==> config.mk <==
export PLATFORM = sky130hd
export DESIGN_NAME = int_to_ascii_formatter
export DESIGN_NICKNAME = d
export VERILOG_FILES = /design/src/sv/itaf_pkg.sv /design/src/sv/int_to_ascii_formatter.sv
export SDC_FILE = /design/constraint.sdc
export NUM_CORES = 1
export LEC_CHECK = 0
export ABC_AREA = 1
export ABC_CLOCK_PERIOD_IN_PS = 4500
export BUFFER_PORTS_ARGS = -buffer_cell sky130_fd_sc_hd__buf_2
export CAP_MARGIN = 40
export CORE_UTILIZATION = 55
export DETAILED_ROUTE_END_ITERATION = 16
export GPL_TIMING_DRIVEN = 0
export PLACE_DENSITY = 0.82
export SLEW_MARGIN = 0
export SYNTH_ARGS = -nofsm -noshare
export SYNTH_HDL_FRONTEND = slang
export SYNTH_SLANG_ARGS = --single-unit
==> constraint.sdc <==
create_clock -name clk -period 4.5 [get_ports clk]
set_input_delay 0.675 -clock clk [delete_from_list [all_inputs] [get_ports clk]]
set_output_delay 0.675 -clock clk [all_outputs]
set_load 0.02 [all_outputs]
==> src/sv/itaf_pkg.sv <==
// itaf_pkg: shared types and constants for the integer to ascii formatter
// no dependencies; imported by the formatter and the testbench
`default_nettype none

package itaf_pkg;

    typedef enum logic [2:0] {
        ST_IDLE,
        ST_CONV,
        ST_SKIP,
        ST_PRE,
        ST_PREX,
        ST_DIGIT
    } state_t;

    typedef logic [1:0] fmt_t;

    localparam fmt_t FMT_SDEC = 2'd0;
    localparam fmt_t FMT_UDEC = 2'd1;
    localparam fmt_t FMT_HEXL = 2'd2;
    localparam fmt_t FMT_HEXU = 2'd3;

    localparam logic [6:0] CH_ZERO  = 7'h30;
    localparam logic [6:0] CH_LOWA  = 7'h61;
    localparam logic [6:0] CH_UPA   = 7'h41;
    localparam logic [6:0] CH_LOWX  = 7'h78;
    localparam logic [6:0] CH_MINUS = 7'h2d;

    localparam int HEX_MIN_DIGITS = 8;

endpackage

`default_nettype wire

==> src/sv/int_to_ascii_formatter.sv <==
// int_to_ascii_formatter: binary word to ascii text, one character per request
// depends on itaf_pkg
`default_nettype none

// usage
//   slave side: s_tdata carries the word, s_tuser the format code
//   (0 signed decimal, 1 unsigned decimal, 2 hex lower, 3 hex upper)
//   master side: one request per character, most significant digit first,
//   m_tlast marks the final character of the number
// timing
//   one number at a time; s_tready is high only in the idle cycle
//   decimal: bit-serial double dabble over the VALUE_BITS bits, then leading
//   zero digits dropped one per cycle, then "-" if negative and the digits
//   hex: the word is loaded as nibbles, leading zero digits above eight are
//   dropped one per cycle, then "0x" and the digits
// reset
//   rst_n clears the state machine and counters; no request is pending
// stall
//   while m_tready is low the current character and m_tlast hold and
//   the sequencer waits
module int_to_ascii_formatter
    import itaf_pkg::*;
#(
    parameter int VALUE_BITS = 32
) (
    input  wire logic                                clk,
    input  wire logic                                rst_n,
    input  wire logic                                s_tvalid,
    output logic                                     s_tready,
    // value in the low bits, zero padded to whole bytes
    input  wire logic [((VALUE_BITS + 7) / 8) * 8 - 1:0] s_tdata,
    // number_format
    input  wire logic [1:0]                          s_tuser,
    output logic                                     m_tvalid,
    input  wire logic                                m_tready,
    // out_char in bits 6:0, bit 7 zero
    output logic [7:0]                               m_tdata,
    // last_char
    output logic                                     m_tlast
);

    // digit capacity: enough for the decimal text and for at least eight hex digits
    localparam int DEC_DIGITS = (VALUE_BITS * 30103) / 100000 + 1;
    localparam int HEX_DIGITS = (VALUE_BITS + 3) / 4;
    localparam int MAX_A      = (DEC_DIGITS > HEX_DIGITS) ? DEC_DIGITS : HEX_DIGITS;
    localparam int NDIG       = (MAX_A > HEX_MIN_DIGITS) ? MAX_A : HEX_MIN_DIGITS;
    localparam int DIGW       = NDIG * 4;
    localparam int CW         = $clog2(VALUE_BITS + 1);
    localparam int DW         = $clog2(NDIG + 1);

    state_t                  state_reg, state_next;
    logic [VALUE_BITS-1:0]   val_reg, val_next;        // bits still to shift in
    logic [DIGW-1:0]         dig_reg, dig_next;        // digit shift register
    logic [CW-1:0]           bit_cnt_reg, bit_cnt_next;
    logic [DW-1:0]           dig_cnt_reg, dig_cnt_next;
    fmt_t                    fmt_reg, fmt_next;
    logic                    neg_reg, neg_next;

    logic [VALUE_BITS-1:0]   in_word;
    logic [VALUE_BITS-1:0]   in_mag;
    logic                    in_neg;
    logic                    is_hex_in;
    logic                    is_hex;
    logic [DIGW-1:0]         dig_adj;
    logic [3:0]              top_dig;
    logic [DW-1:0]           min_cnt;
    logic                    skip_more;
    logic                    out_fire;
    logic [6:0]              char_val;
    logic [6:0]              alpha_base;

    // input decode and two's complement magnitude
    assign in_word   = s_tdata[VALUE_BITS-1:0];
    assign is_hex_in = (s_tuser == FMT_HEXL) || (s_tuser == FMT_HEXU);
    assign in_neg    = (s_tuser == FMT_SDEC) && in_word[VALUE_BITS-1];
    assign in_mag    = in_neg ? (~in_word + VALUE_BITS'(1)) : in_word;

    assign is_hex    = (fmt_reg == FMT_HEXL) || (fmt_reg == FMT_HEXU);
    assign top_dig   = dig_reg[DIGW-1 -: 4];
    assign min_cnt   = is_hex ? DW'(HEX_MIN_DIGITS) : DW'(1);
    assign skip_more = (top_dig == 4'd0) && (dig_cnt_reg > min_cnt);
    assign out_fire  = m_tvalid && m_tready;

    // double dabble: add three to every digit of five or more before the shift
    always_comb
    begin
        for (int i = 0; i < NDIG; i++)
        begin
            if (dig_reg[i*4 +: 4] >= 4'd5)
            begin
                dig_adj[i*4 +: 4] = dig_reg[i*4 +: 4] + 4'd3;
            end
            else
            begin
                dig_adj[i*4 +: 4] = dig_reg[i*4 +: 4];
            end
        end
    end

    // next state
    always_comb
    begin
        state_next = state_reg;
        case (state_reg)
            ST_IDLE:
            begin
                if (s_tvalid)
                begin
                    state_next = is_hex_in ? ST_SKIP : ST_CONV;
                end
            end
            ST_CONV:
            begin
                if (bit_cnt_reg == CW'(1))
                begin
                    state_next = ST_SKIP;
                end
            end
            ST_SKIP:
            begin
                if (!skip_more)
                begin
                    state_next = (is_hex || neg_reg) ? ST_PRE : ST_DIGIT;
                end
            end
            ST_PRE:
            begin
                if (m_tready)
                begin
                    state_next = is_hex ? ST_PREX : ST_DIGIT;
                end
            end
            ST_PREX:
            begin
                if (m_tready)
                begin
                    state_next = ST_DIGIT;
                end
            end
            ST_DIGIT:
            begin
                if (m_tready && (dig_cnt_reg == DW'(1)))
                begin
                    state_next = ST_IDLE;
                end
            end
            default:
            begin
                state_next = ST_IDLE;
            end
        endcase
    end

    // character for the top digit
    assign alpha_base = (fmt_reg == FMT_HEXL) ? CH_LOWA : CH_UPA;
    always_comb
    begin
        if (top_dig < 4'd10)
        begin
            char_val = CH_ZERO + {3'b000, top_dig};
        end
        else
        begin
            char_val = alpha_base + {3'b000, top_dig} - 7'd10;
        end
    end

    // outputs
    always_comb
    begin
        s_tready = 1'b0;
        m_tvalid = 1'b0;
        m_tdata  = 8'd0;
        m_tlast  = 1'b0;
        case (state_reg)
            ST_IDLE:
            begin
                s_tready = 1'b1;
            end
            ST_PRE:
            begin
                m_tvalid = 1'b1;
                m_tdata  = {1'b0, is_hex ? CH_ZERO : CH_MINUS};
            end
            ST_PREX:
            begin
                m_tvalid = 1'b1;
                m_tdata  = {1'b0, CH_LOWX};
            end
            ST_DIGIT:
            begin
                m_tvalid = 1'b1;
                m_tdata  = {1'b0, char_val};
                m_tlast  = (dig_cnt_reg == DW'(1));
            end
            default:
            begin
                s_tready = 1'b0;
            end
        endcase
    end

    // datapath
    always_comb
    begin
        val_next     = val_reg;
        dig_next     = dig_reg;
        bit_cnt_next = bit_cnt_reg;
        dig_cnt_next = dig_cnt_reg;
        fmt_next     = fmt_reg;
        neg_next     = neg_reg;
        case (state_reg)
            ST_IDLE:
            begin
                if (s_tvalid)
                begin
                    fmt_next     = s_tuser;
                    neg_next     = in_neg;
                    val_next     = in_mag;
                    bit_cnt_next = CW'(VALUE_BITS);
                    dig_cnt_next = DW'(NDIG);
                    // hex digits are the nibbles themselves
                    dig_next     = is_hex_in ? DIGW'(in_mag) : '0;
                end
            end
            ST_CONV:
            begin
                dig_next     = {dig_adj[DIGW-2:0], val_reg[VALUE_BITS-1]};
                val_next     = {val_reg[VALUE_BITS-2:0], 1'b0};
                bit_cnt_next = bit_cnt_reg - CW'(1);
            end
            ST_SKIP:
            begin
                if (skip_more)
                begin
                    dig_next     = {dig_reg[DIGW-5:0], 4'd0};
                    dig_cnt_next = dig_cnt_reg - DW'(1);
                end
            end
            ST_DIGIT:
            begin
                if (out_fire)
                begin
                    dig_next     = {dig_reg[DIGW-5:0], 4'd0};
                    dig_cnt_next = dig_cnt_reg - DW'(1);
                end
            end
            default:
            begin
                dig_next = dig_reg;
            end
        endcase
    end

    always_ff @(posedge clk or negedge rst_n)
    begin
        if (!rst_n)
        begin
            state_reg   <= ST_IDLE;
            bit_cnt_reg <= '0;
            dig_cnt_reg <= '0;
            fmt_reg     <= FMT_SDEC;
            neg_reg     <= 1'b0;
        end
        else
        begin
            state_reg   <= state_next;
            bit_cnt_reg <= bit_cnt_next;
            dig_cnt_reg <= dig_cnt_next;
            fmt_reg     <= fmt_next;
            neg_reg     <= neg_next;
        end
    end

    // payload registers, no reset
    always_ff @(posedge clk)
    begin
        val_reg <= val_next;
        dig_reg <= dig_next;
    end

endmodule

`default_nettype wire

## Yosys cells after proc, flatten, opt, wreduce, memory -nomap -nowiden

Cells that the tools add are included.
W data, S select, Z words.

| operators by class | value |
|---|---|
| add/sub/neg operators | 16 |
| $lt $le $gt $ge | 12 |
| equality and inequality tests | 19 |
| multiplexer cells | 42 |
| bitwise gates (word level) | 1 |
| reduce and logical (&&, ||, !) cells | 19 |

Operator list:

| operator | count |
|---|---|
| $pmux W40 S4 | 1 |
| $mux W40 | 3 |
| $mux W32 | 3 |
| $pmux W32 S2 | 1 |
| $mux W4 | 13 |
| $ge A4 B3 Y1 const B | 10 |
| $add A4 B2 Y4 const B | 9 |
| $add A32 B1 Y32 const B | 1 |
| $not A32 Y32 | 1 |
| $mux W3 | 8 |
| $pmux W7 S3 | 1 |
| $pmux W3 S6 | 1 |
| $ne A2 B2 Y1 const B | 8 |
| $mux W6 | 2 |
| $pmux W4 S3 | 1 |
| $pmux W6 S2 | 1 |
| $eq A2 B2 Y1 const B | 4 |
| $reduce_and A4 Y1 | 2 |
| $add A6 B4 Y7 const A | 1 |
| $add A7 B4 Y7 | 1 |
| $mux W7 | 1 |
| $sub A7 B4 Y7 const B | 1 |
| $eq A3 B2 Y1 const B | 2 |
| $eq A3 B3 Y1 const B | 2 |
| other kinds (22) | 31 |

| word-level totals | value |
|---|---|
| flip-flop bits (word level) | 88 |
| logic and storage cells | 116 |

## Longest topological paths before layout

Gate-level depths: netlist (run 1).

| depth | value |
|---|---|
| word-level depth | 7 |
| gate-level depth with buffers | 11 |
| mapped depth without buffers | 11 |

## Worst setup path after synthesis (run 1)

OpenSTA, ideal clock, no wires.

| timing path | value |
|---|---|
| path type | flip-flop to flip-flop |
| start | register fmt_reg[1] |
| end | register dig_reg[0] (enable) |
| arrival | 4,144 ps |
| path slack | -147 ps |
| stages on the path, launching flop included | 6 |
| path buffers | 0 |
| period minus slack after synthesis | 4,647 ps |
| cell sequence | dfrtp_1 -> inv_1 -> ha_1 -> o211ai_1 -> nand2_1 -> a221oi_1 |

| on the way | value |
|---|---|
| word-level cells in the longest chain between the ends | 7 |
| elaborated cells on any way between the ends | 8 |
| those cells by class | order compare: 1; eq/ne: 3; mux: 1; reduce/logical: 3 |

Ends and longest elaborated chain:

| item | RTL line | RTL |
|---|---|---|
| start: declaration | int_to_ascii_formatter.sv:56 | `fmt_t fmt_reg, fmt_next;` |
| start signal: assignment | int_to_ascii_formatter.sv:270 | `fmt_reg <= fmt_next;` |
| $eq A2 B2 Y1 | int_to_ascii_formatter.sv:78 | `assign is_hex = (fmt_reg == FMT_HEXL) \|\| (fmt_reg == FMT_HEXU);` |
| $logic_or A1 B1 Y1 (*) | int_to_ascii_formatter.sv:78 |  |
| $mux W4 (*) | int_to_ascii_formatter.sv:80 | `assign min_cnt = is_hex ? DW'(HEX_MIN_DIGITS) : DW'(1);` |
| $gt A4 B4 Y1 (*) | int_to_ascii_formatter.sv:81 | `assign skip_more = (top_dig == 4'd0) && (dig_cnt_reg > min_cnt);` |
| $logic_and A1 B1 Y1 (*) | int_to_ascii_formatter.sv:81 |  |
| $ne A2 B2 Y1 (no line) (*) | n/a |  |
| $reduce_and A4 Y1 (no line) (*) | n/a |  |
| end signal: assignment | int_to_ascii_formatter.sv:279 | `dig_reg <= dig_next;` |
| end: declaration | int_to_ascii_formatter.sv:53 | `logic [DIGW-1:0] dig_reg, dig_next;` |

Mark *: on every way between the ends. The rest lies on a longest branch, timed or not.
A chain may end at the register's enable or synchronous reset.

## Worst setup path after layout (run 1)

| timing path | value |
|---|---|
| start | register dig_reg[36] |
| end | output m_tdata[2] |

| on the way | value |
|---|---|
| word-level cells in the longest chain between the ends | 4 |
| elaborated cells on any way between the ends | 6 |
| those cells by class | add/sub: 3; order compare: 1; mux: 2 |

Ends and longest elaborated chain:

| item | RTL line | RTL |
|---|---|---|
| $add A7 B4 Y7 | int_to_ascii_formatter.sv:164 | `char_val = alpha_base + {3'b000, top_dig} - 7'd10;` |
| $sub A7 B4 Y7 | int_to_ascii_formatter.sv:164 |  |
| $mux W7 (*) | int_to_ascii_formatter.sv:158 | `if (top_dig < 4'd10)` |
| $pmux W7 S3 (*) | int_to_ascii_formatter.sv:175 | `case (state_reg)` |
| end: declaration | int_to_ascii_formatter.sv:37 | `output logic [7:0] m_tdata,` |

Marked as above.

==> reports/metrics.yaml, run 1 <==
outcome:
  status: "finished clean"
cells_and_area:
  number_of_nets_in_the_layout: 955
  layout.cells.most_common: "sky130_fd_sc_hd__nand2_1"
  final_layout_size_suffix_gt1_frac: 0.122
  final_cells: 1036
  largest_reg_flops: 40
  area_growth_syn_to_layout_pct: 10.8
  insertedDiodeCount: 0
  num-fill-cells: 973
  most_used_cells_in_the_layout_excluding_fill_and_tap_cells: "sky130_fd_sc_hd__nand2_1 (252), sky130_fd_sc_hd__inv_1 (102), sky130_fd_sc_hd__nor2_1 (81)"
cts:
  cts_setup_buffers: 0
  cts-root-buf: "sky130_fd_sc_hd__clkbuf_8"
  post_cts_hold_buffer_count: 0
  sink_count: 88
  cts_tree: "built"
  clock_latency_ps: 390
  worst_setup_hold_path_clk_slew_ps: 100
  cts.path.max_buffers: 2
  cts_buffers: 9
  htreeDepth: 3
  cts_repair_resize_count: 0
drt:
  drt_pre_antenna_iters: 6
  routed_vias_inst: 5.72
  dr.first_iter.drc_count: 549
  vias: 5927
  route.detailed.wl_per_inst_microns: 15.5
  final_antenna_net_count: 0
  routed_wl_microns: 16100
  drc: 0
global_route:
  grt_antenna_before_repair: 0
  grt_start_max_net_pins: 35
  first_global_vias: 5407
  grt_pass1_wl_microns: 26000
  globalRouteOverflowTotal: 0
  total_track_usage: 0.295
worst_setup_path:
  type_of_the_setup_path_with_the_least_slack: "flip-flop to primary output"
  critPathCaptureType: "primary output"
  required_ps: 3830
  cp_max_fo: 5
  worst-endpoint-arrival_ps: 2070
  worst-r2r-cell-count: 6
  timing.critical_path.from_type: "flip-flop"
yosys:
  syn_inst: 832
  yosys-top-cells-area: "sky130_fd_sc_hd__edfxtp_1 (35%), sky130_fd_sc_hd__nand2_1 (15%), sky130_fd_sc_hd__dfrtp_1 (6.5%)"
  synth_fp_nets: 896
  syn-mean-instance-area_sq_um: 7.45
  mappedNetlistArea_sq_mm: 0.00620
  async_reset_ff_frac: 0.182
  cell_type_with_the_largest_total_area_after_synthesis: "sky130_fd_sc_hd__edfxtp_1"
  seq_total_area_yosys: 0.413
  netlist-cell-type-count: 43
  synth_enable_flop_cells: 72
  yosys.area.top_type_share: 0.349
  synth-seq-cells: 88
  ys.flop_type: "sky130_fd_sc_hd__edfxtp_1"
  synthesis.yosys.warnings: 0
power:
  internal_power_mw: 2.60
  power.share.clock: 0.120
  pwr_density_cell_mw_per_mm2: 703
  power_frac_seq: 0.369
  power.static_leakage_nw: 3.15
  switchingPower_mw: 2.23
  comb_power_share: 0.511
  max-vdd-ir-drop_v: 0.000555
  switching_share_of_power: 0.462
sta:
  timing.final.crit_share: 0.611
  unrepaired_setup_endpoints_after_global_routing: "no"
  finalHoldViolations: 0
  worst_clock_skew_ps: 14.5
  timing.setup.tns_ps: 0
  timing_worst_slew_pin_value_ps: 944
  max_freq_ghz: 0.364
  post-route-min-period_ps: 2750
  timing.final.setup_violations: 0
  worst_slew_margin_relative_to_its_limit: 0.371
  maxSlewViolCount: 0
floorplan:
  chipHeight_microns: 108
  row_count: 38
  core_footprint_sq_mm: 0.0109
  io_pins: 49
  chipWidth_microns: 108
  dieArea_sq_mm: 0.0117
  floorplan.initialDensity: 0.569
placement:
  hpwlAfterDp_microns: 12100
  routabilityCongestion: 0.926
  post-place-cells: 1020
  port_buffers: 46
flow_run:
  maxCapViolations: 0
worst_hold_path:
  hold_path_class: "input port to asynchronous set/reset pin"
==> layer usage <==
metal / part of all wire / vias to the layer above / GRT usage
met5: 0 / - / 0
met4: 0.035 / 0 / 0.167
met3: 0.069 / 49 / 0.0434
met2: 0.45 / 261 / 0.471
met1: 0.44 / 2743 / 0.382
li1: - / 2874 / -
==> synth_stat cells, types with 3 or more instances <==
cell type / count
sky130_fd_sc_hd__clkbuf_1: 5
sky130_fd_sc_hd__a21oi_1: 21
sky130_fd_sc_hd__buf_6: 3
sky130_fd_sc_hd__ha_1: 26
sky130_fd_sc_hd__o211ai_1: 4
sky130_fd_sc_hd__nand2_2: 5
sky130_fd_sc_hd__or2_2: 4
sky130_fd_sc_hd__nand4_1: 7
sky130_fd_sc_hd__o32ai_1: 3
sky130_fd_sc_hd__nor2_1: 81
sky130_fd_sc_hd__nand2_1: 253
sky130_fd_sc_hd__dfrtp_1: 16
sky130_fd_sc_hd__xnor2_1: 7
sky130_fd_sc_hd__o22ai_1: 5
sky130_fd_sc_hd__o21ai_1: 9
sky130_fd_sc_hd__o221ai_1: 13
sky130_fd_sc_hd__nor2_2: 3
sky130_fd_sc_hd__edfxtp_1: 72
sky130_fd_sc_hd__buf_2: 12
sky130_fd_sc_hd__a31oi_1: 5
sky130_fd_sc_hd__o21ai_0: 67
sky130_fd_sc_hd__o211ai_2: 3
sky130_fd_sc_hd__xor2_1: 13
sky130_fd_sc_hd__inv_1: 102
sky130_fd_sc_hd__inv_2: 7
sky130_fd_sc_hd__nand3_1: 63
==> layout make-up <==
type / instances / area [sq um] / share of cell area
clock inverter: 7 / 80.1 / 0.0117
inverter: 109 / 409 / 0.0596
timing repair buffer: 48 / 273 / 0.0397
tap: 140 / 175 / 0.0255
clock buffer: 9 / 124 / 0.0180
buffer: 24 / 135 / 0.0197
sequential: 88 / 2560 / 0.373
multi-input combinational: 611 / 3110 / 0.453
==> critical path: stages, from the launching register on <==
cell	delay [ps]
sky130_fd_sc_hd__edfxtp_1	460
sky130_fd_sc_hd__inv_1	110
sky130_fd_sc_hd__ha_1	170
sky130_fd_sc_hd__inv_1	50
sky130_fd_sc_hd__or2_2	290
sky130_fd_sc_hd__nand2_1	90
sky130_fd_sc_hd__nor2_1	50
sky130_fd_sc_hd__o41ai_1	240
sky130_fd_sc_hd__buf_2	220
==> per-stage QoR <==
step / instance area, sq um / power [mW] / hold slack, ps / setup WS [ps] / util
final: 6870 / 4.83 / 192 / 1750 / 0.631
after floorplan: 6200 / 3.47 / 379 / 1170 / -
after detailed placement: 6670 / 4.22 / 462 / 1920 / 0.612
after CTS: 6870 / 4.80 / 197 / 1760 / 0.631
after global placement: 6610 / 4.06 / 457 / 177 / 0.607
after global routing: 6870 / 5.20 / 217 / 1640 / 0.631
==> worst paths after layout <==
path	from	end	slack [ps]
worst max-delay path	dig_reg[36]	m_tdata[2]	1750
worst min-delay path	rst_n	dig_cnt_reg[0]	190
worst max register to register	fmt_reg[1]	dig_reg[3]	1920
worst min register to register	bit_cnt_reg[5]	bit_cnt_reg[5]	480
max in group asynchronous	rst_n	bit_cnt_reg[3]	4030
min in group clk	bit_cnt_reg[5]	bit_cnt_reg[5]	480
==> power by group through the flow <==
stage	sequential [mW]	combinational, mW	clock, mW
3_5_place_dp	1.79	2.43	0
2_1_floorplan	1.74	1.74	0
6_report	1.78	2.47	0.579
3_3_place_gp	1.81	2.25	0
5_1_grt	1.83	2.76	0.616
4_1_cts	1.78	2.44	0.584
==> logic make-up after synthesis <==
kind of cell	synth area share
simple gates	0.282
compound gates	0.134
other cells	0.000605
fa+ha+maj	0.0525
mux	0.00162
xor+xnor	0.0283
flops	0.413
buf+inv	0.0878
(Power assumes the default switching activity.)
==> run 2, diff against run 1 <==
--- a/config.mk
+++ b/config.mk
@@ -5,8 +5,8 @@
 export SDC_FILE = /design/constraint.sdc
 export NUM_CORES = 1
 export LEC_CHECK = 0
-export ABC_AREA = 1
-export ABC_CLOCK_PERIOD_IN_PS = 4500
+export ABC_AREA = 0
+export ABC_CLOCK_PERIOD_IN_PS = 2200
 export BUFFER_PORTS_ARGS = -buffer_cell sky130_fd_sc_hd__buf_2
 export CAP_MARGIN = 40
 export CORE_UTILIZATION = 55
==> constraint.sdc (replaced) <==
create_clock -name clk -period 2.2 [get_ports clk]
set_input_delay 0.33 -clock clk [delete_from_list [all_inputs] [get_ports clk]]
set_output_delay 0.33 -clock clk [all_outputs]
set_load 0.02 [all_outputs]
==> reports/metrics.yaml, run 2 <==
outcome:
  status: "finished clean"
yosys:
  cell_type_with_the_largest_total_area_after_synthesis: "sky130_fd_sc_hd__edfxtp_1"
  async_reset_ff_frac: 0.182
  yosys-top-cells-area: "sky130_fd_sc_hd__edfxtp_1 (36%), sky130_fd_sc_hd__dfrtp_1 (6.7%), sky130_fd_sc_hd__ha_1 (5.5%)"
  synthesis.yosys.warnings: 0
  synth.top_cells.by_count: "sky130_fd_sc_hd__edfxtp_1 (72), sky130_fd_sc_hd__a21oi_1 (63), sky130_fd_sc_hd__nor2_1 (57)"
  mappedNetlistArea_sq_mm: 0.00597
  synth_fp_nets: 704
  post-synth-top-count-cell: "sky130_fd_sc_hd__edfxtp_1"
  ys.flop_type: "sky130_fd_sc_hd__edfxtp_1"
  syn-mean-instance-area_sq_um: 9.32
  synth_enable_flop_cells: 72
  seq_total_area_yosys: 0.430
  yosys.area.top_type_share: 0.362
  syn_inst: 640
  netlist-cell-type-count: 67
  synth-seq-cells: 88
cells_and_area:
  most_used_cells_in_the_layout_excluding_fill_and_tap_cells: "sky130_fd_sc_hd__edfxtp_1 (72), sky130_fd_sc_hd__a21oi_1 (63), sky130_fd_sc_hd__buf_2 (56)"
  layout.cells.most_common: "sky130_fd_sc_hd__edfxtp_1"
  design_area_sq_mm: 0.00692
  insertedDiodeCount: 0
  final_core_utilization: 0.664
  number_of_nets_in_the_layout: 776
  largest_reg_flops: 40
  num-fill-cells: 806
  final_layout_size_suffix_gt1_frac: 0.195
  area_growth_syn_to_layout_pct: 16.0
global_route:
  total_track_usage: 0.295
  grt_start_max_net_pins: 35
  globalRouteOverflowTotal: 0
  grt_antenna_before_repair: 0
  grt_pass1_wl_microns: 25800
  first_global_vias: 5151
cts:
  htreeDepth: 3
  cts.path.max_buffers: 2
  sink_count: 88
  worst_setup_hold_path_clk_slew_ps: 80
  cts_tree: "built"
  clock_latency_ps: 370
  cts-root-buf: "sky130_fd_sc_hd__clkbuf_8"
  cts_buffers: 9
power:
  power.share.clock: 0.107
  internal_power_mw: 6.05
  pwr_density_cell_mw_per_mm2: 1550
  max-vdd-ir-drop_v: 0.000719
  power_frac_seq: 0.362
  comb_power_share: 0.531
  switching_share_of_power: 0.435
  power.static_leakage_nw: 2.66
  switchingPower_mw: 4.66
sta:
  worst_clock_skew_ps: 9.87
  maxSlewViolCount: 0
  unrepaired_setup_endpoints_after_global_routing: "no"
  max_freq_ghz: 0.463
  worst_slew_margin_relative_to_its_limit: 0.538
  finalHoldViolations: 0
  post-route-min-period_ps: 2160
  timing_worst_slew_pin_value_ps: 687
  timing.final.crit_share: 0.982
  timing.final.setup_violations: 0
drt:
  wl_met1_microns: 6620
  drc: 0
  vias: 5354
  top_layer_used: "met4"
  dr.first_iter.drc_count: 452
  route.detailed.wl_per_inst_microns: 19.2
  routed_wl_microns: 16400
  final_antenna_net_count: 0
  routed_vias_inst: 6.28
  route.met2.wl_microns: 7790
  routed-wl-met3_microns: 1440
  drt_pre_antenna_iters: 5
floorplan:
  floorplan.initialDensity: 0.573
  chipHeight_microns: 106
  dieArea_sq_mm: 0.0113
  io_pins: 49
  row_count: 37
  core_footprint_sq_mm: 0.0104
  chipWidth_microns: 106
flow_run:
  maxCapViolations: 0
placement:
  routabilityCongestion: 0.920
  port_buffers: 45
  postPlaceCellArea_sq_mm: 0.00642
  hpwlAfterDp_microns: 11100
worst_setup_path:
  path_cells: "clkbuf_2, nand2b_2, o22ai_1, and2_1, buf_4"
  timing.critical_path.from_type: "flip-flop"
  cp_slowest_stage_delay_ps: 480
  required_ps: 1870
  worst-endpoint-arrival_ps: 1830
  critPathCaptureType: "primary output"
  cp_max_fo: 10
  crit_slowest_cell: "sky130_fd_sc_hd__dfrtp_2"
  type_of_the_setup_path_with_the_least_slack: "flip-flop to primary output"
worst_hold_path:
  hold_path_class: "input port to flip-flop"
-- run 2: cell families (layout without fill, tap and decap cells) --
kind of cell             Yosys count  in the layout  synth area share
AO/OA/AOI/OAI                    203            203             0.210
XOR/XNOR                          39             39            0.0573
adder cells (fa/ha/maj)           26             26            0.0545
buffers and inverters             66            143            0.0455
flip-flops                        88             88             0.430
multiplexers                       3              3           0.00503
other                              1              1          0.000629
AND/OR/NAND/NOR                  214            214             0.197
-- run 2: cell type report --
| cell class | instances | area [sq um] | share of cell area |
|---|---|---|---|
| tap | 136 | 170 | 0.0246 |
| multi-input combinational | 486 | 3230 | 0.467 |
| sequential | 88 | 2560 | 0.371 |
| clock inverter | 4 | 46.3 | 0.00669 |
| inverter | 31 | 121 | 0.0175 |
| clock buffer | 12 | 145 | 0.0210 |
| buffer | 32 | 164 | 0.0237 |
| timing repair buffer | 64 | 475 | 0.0687 |
-- run 2: routing by layer --
metal  vias to the layer above  GRT usage
li1                       2495          -
met1                      2527      0.386
met2                       286      0.474
met3                        46     0.0552
met4                         0      0.137
met5                         -          0
-- run 2: final timing paths --
| kind | startpoint | end | slack, ps | cells after the start |
|---|---|---|---|---|
| worst max-delay path | state_reg[2] | m_tdata[2] | 40 | 5 |
| worst min register to register | fmt_reg[0] | fmt_reg[0] | 500 | 2 |
| max in group asynchronous | rst_n | state_reg[2] | 1470 | 2 |
| min in group asynchronous | rst_n | bit_cnt_reg[1] | 410 | 2 |
| worst max register to register | dig_cnt_reg[0] | dig_reg[17] | 60 | 7 |
| worst min-delay path | s_tuser[0] | fmt_reg[0] | 180 | 3 |
-- run 2: timing repair --
action / 4_1_cts / 5_1_grt
cloned: 2 / 1
setup buffers: 10 / 5
hold endpoints to repair: 16 / 0
gates resized for setup: 16 / 35
hold buffers: 1 / 0
endpoints found under the setup margin: 108 / 122
pin swaps: 1 / 6
-- run 2: through the flow --
step                      total power [mW]  setup WS, ps  std cells  hold WS (ps)  TNS [ps]
after global placement                8.42          -269        821           259    -16630
final                                 10.7          40.3        853           181         0
after CTS                             10.3          2.11        850           179         0
after floorplan                       7.30          10.5        640          34.4         0
after global routing                  11.4          4.29        853           206         0
after detailed placement              8.75          -239        822           272    -14020
-- run 2: power groups by stage --
stage | Combinational [mW] | Sequential, mW | Clock, mW
floorplan | 3.65 | 3.65 | 0
global placement | 4.61 | 3.81 | 0
detailed placement | 4.91 | 3.84 | 0
CTS | 5.40 | 3.81 | 1.14
global route | 6.24 | 3.97 | 1.20
finish | 5.69 | 3.87 | 1.14
-- run 2: worst max-delay path: cells and delay by family, from the launching register on --
family | cells | cell delay [ps]
buffers and inverters | 2 | 340
and+or+nand+nor | 2 | 420
AOI/OAI and AO/OA | 1 | 220
DFF | 1 | 480
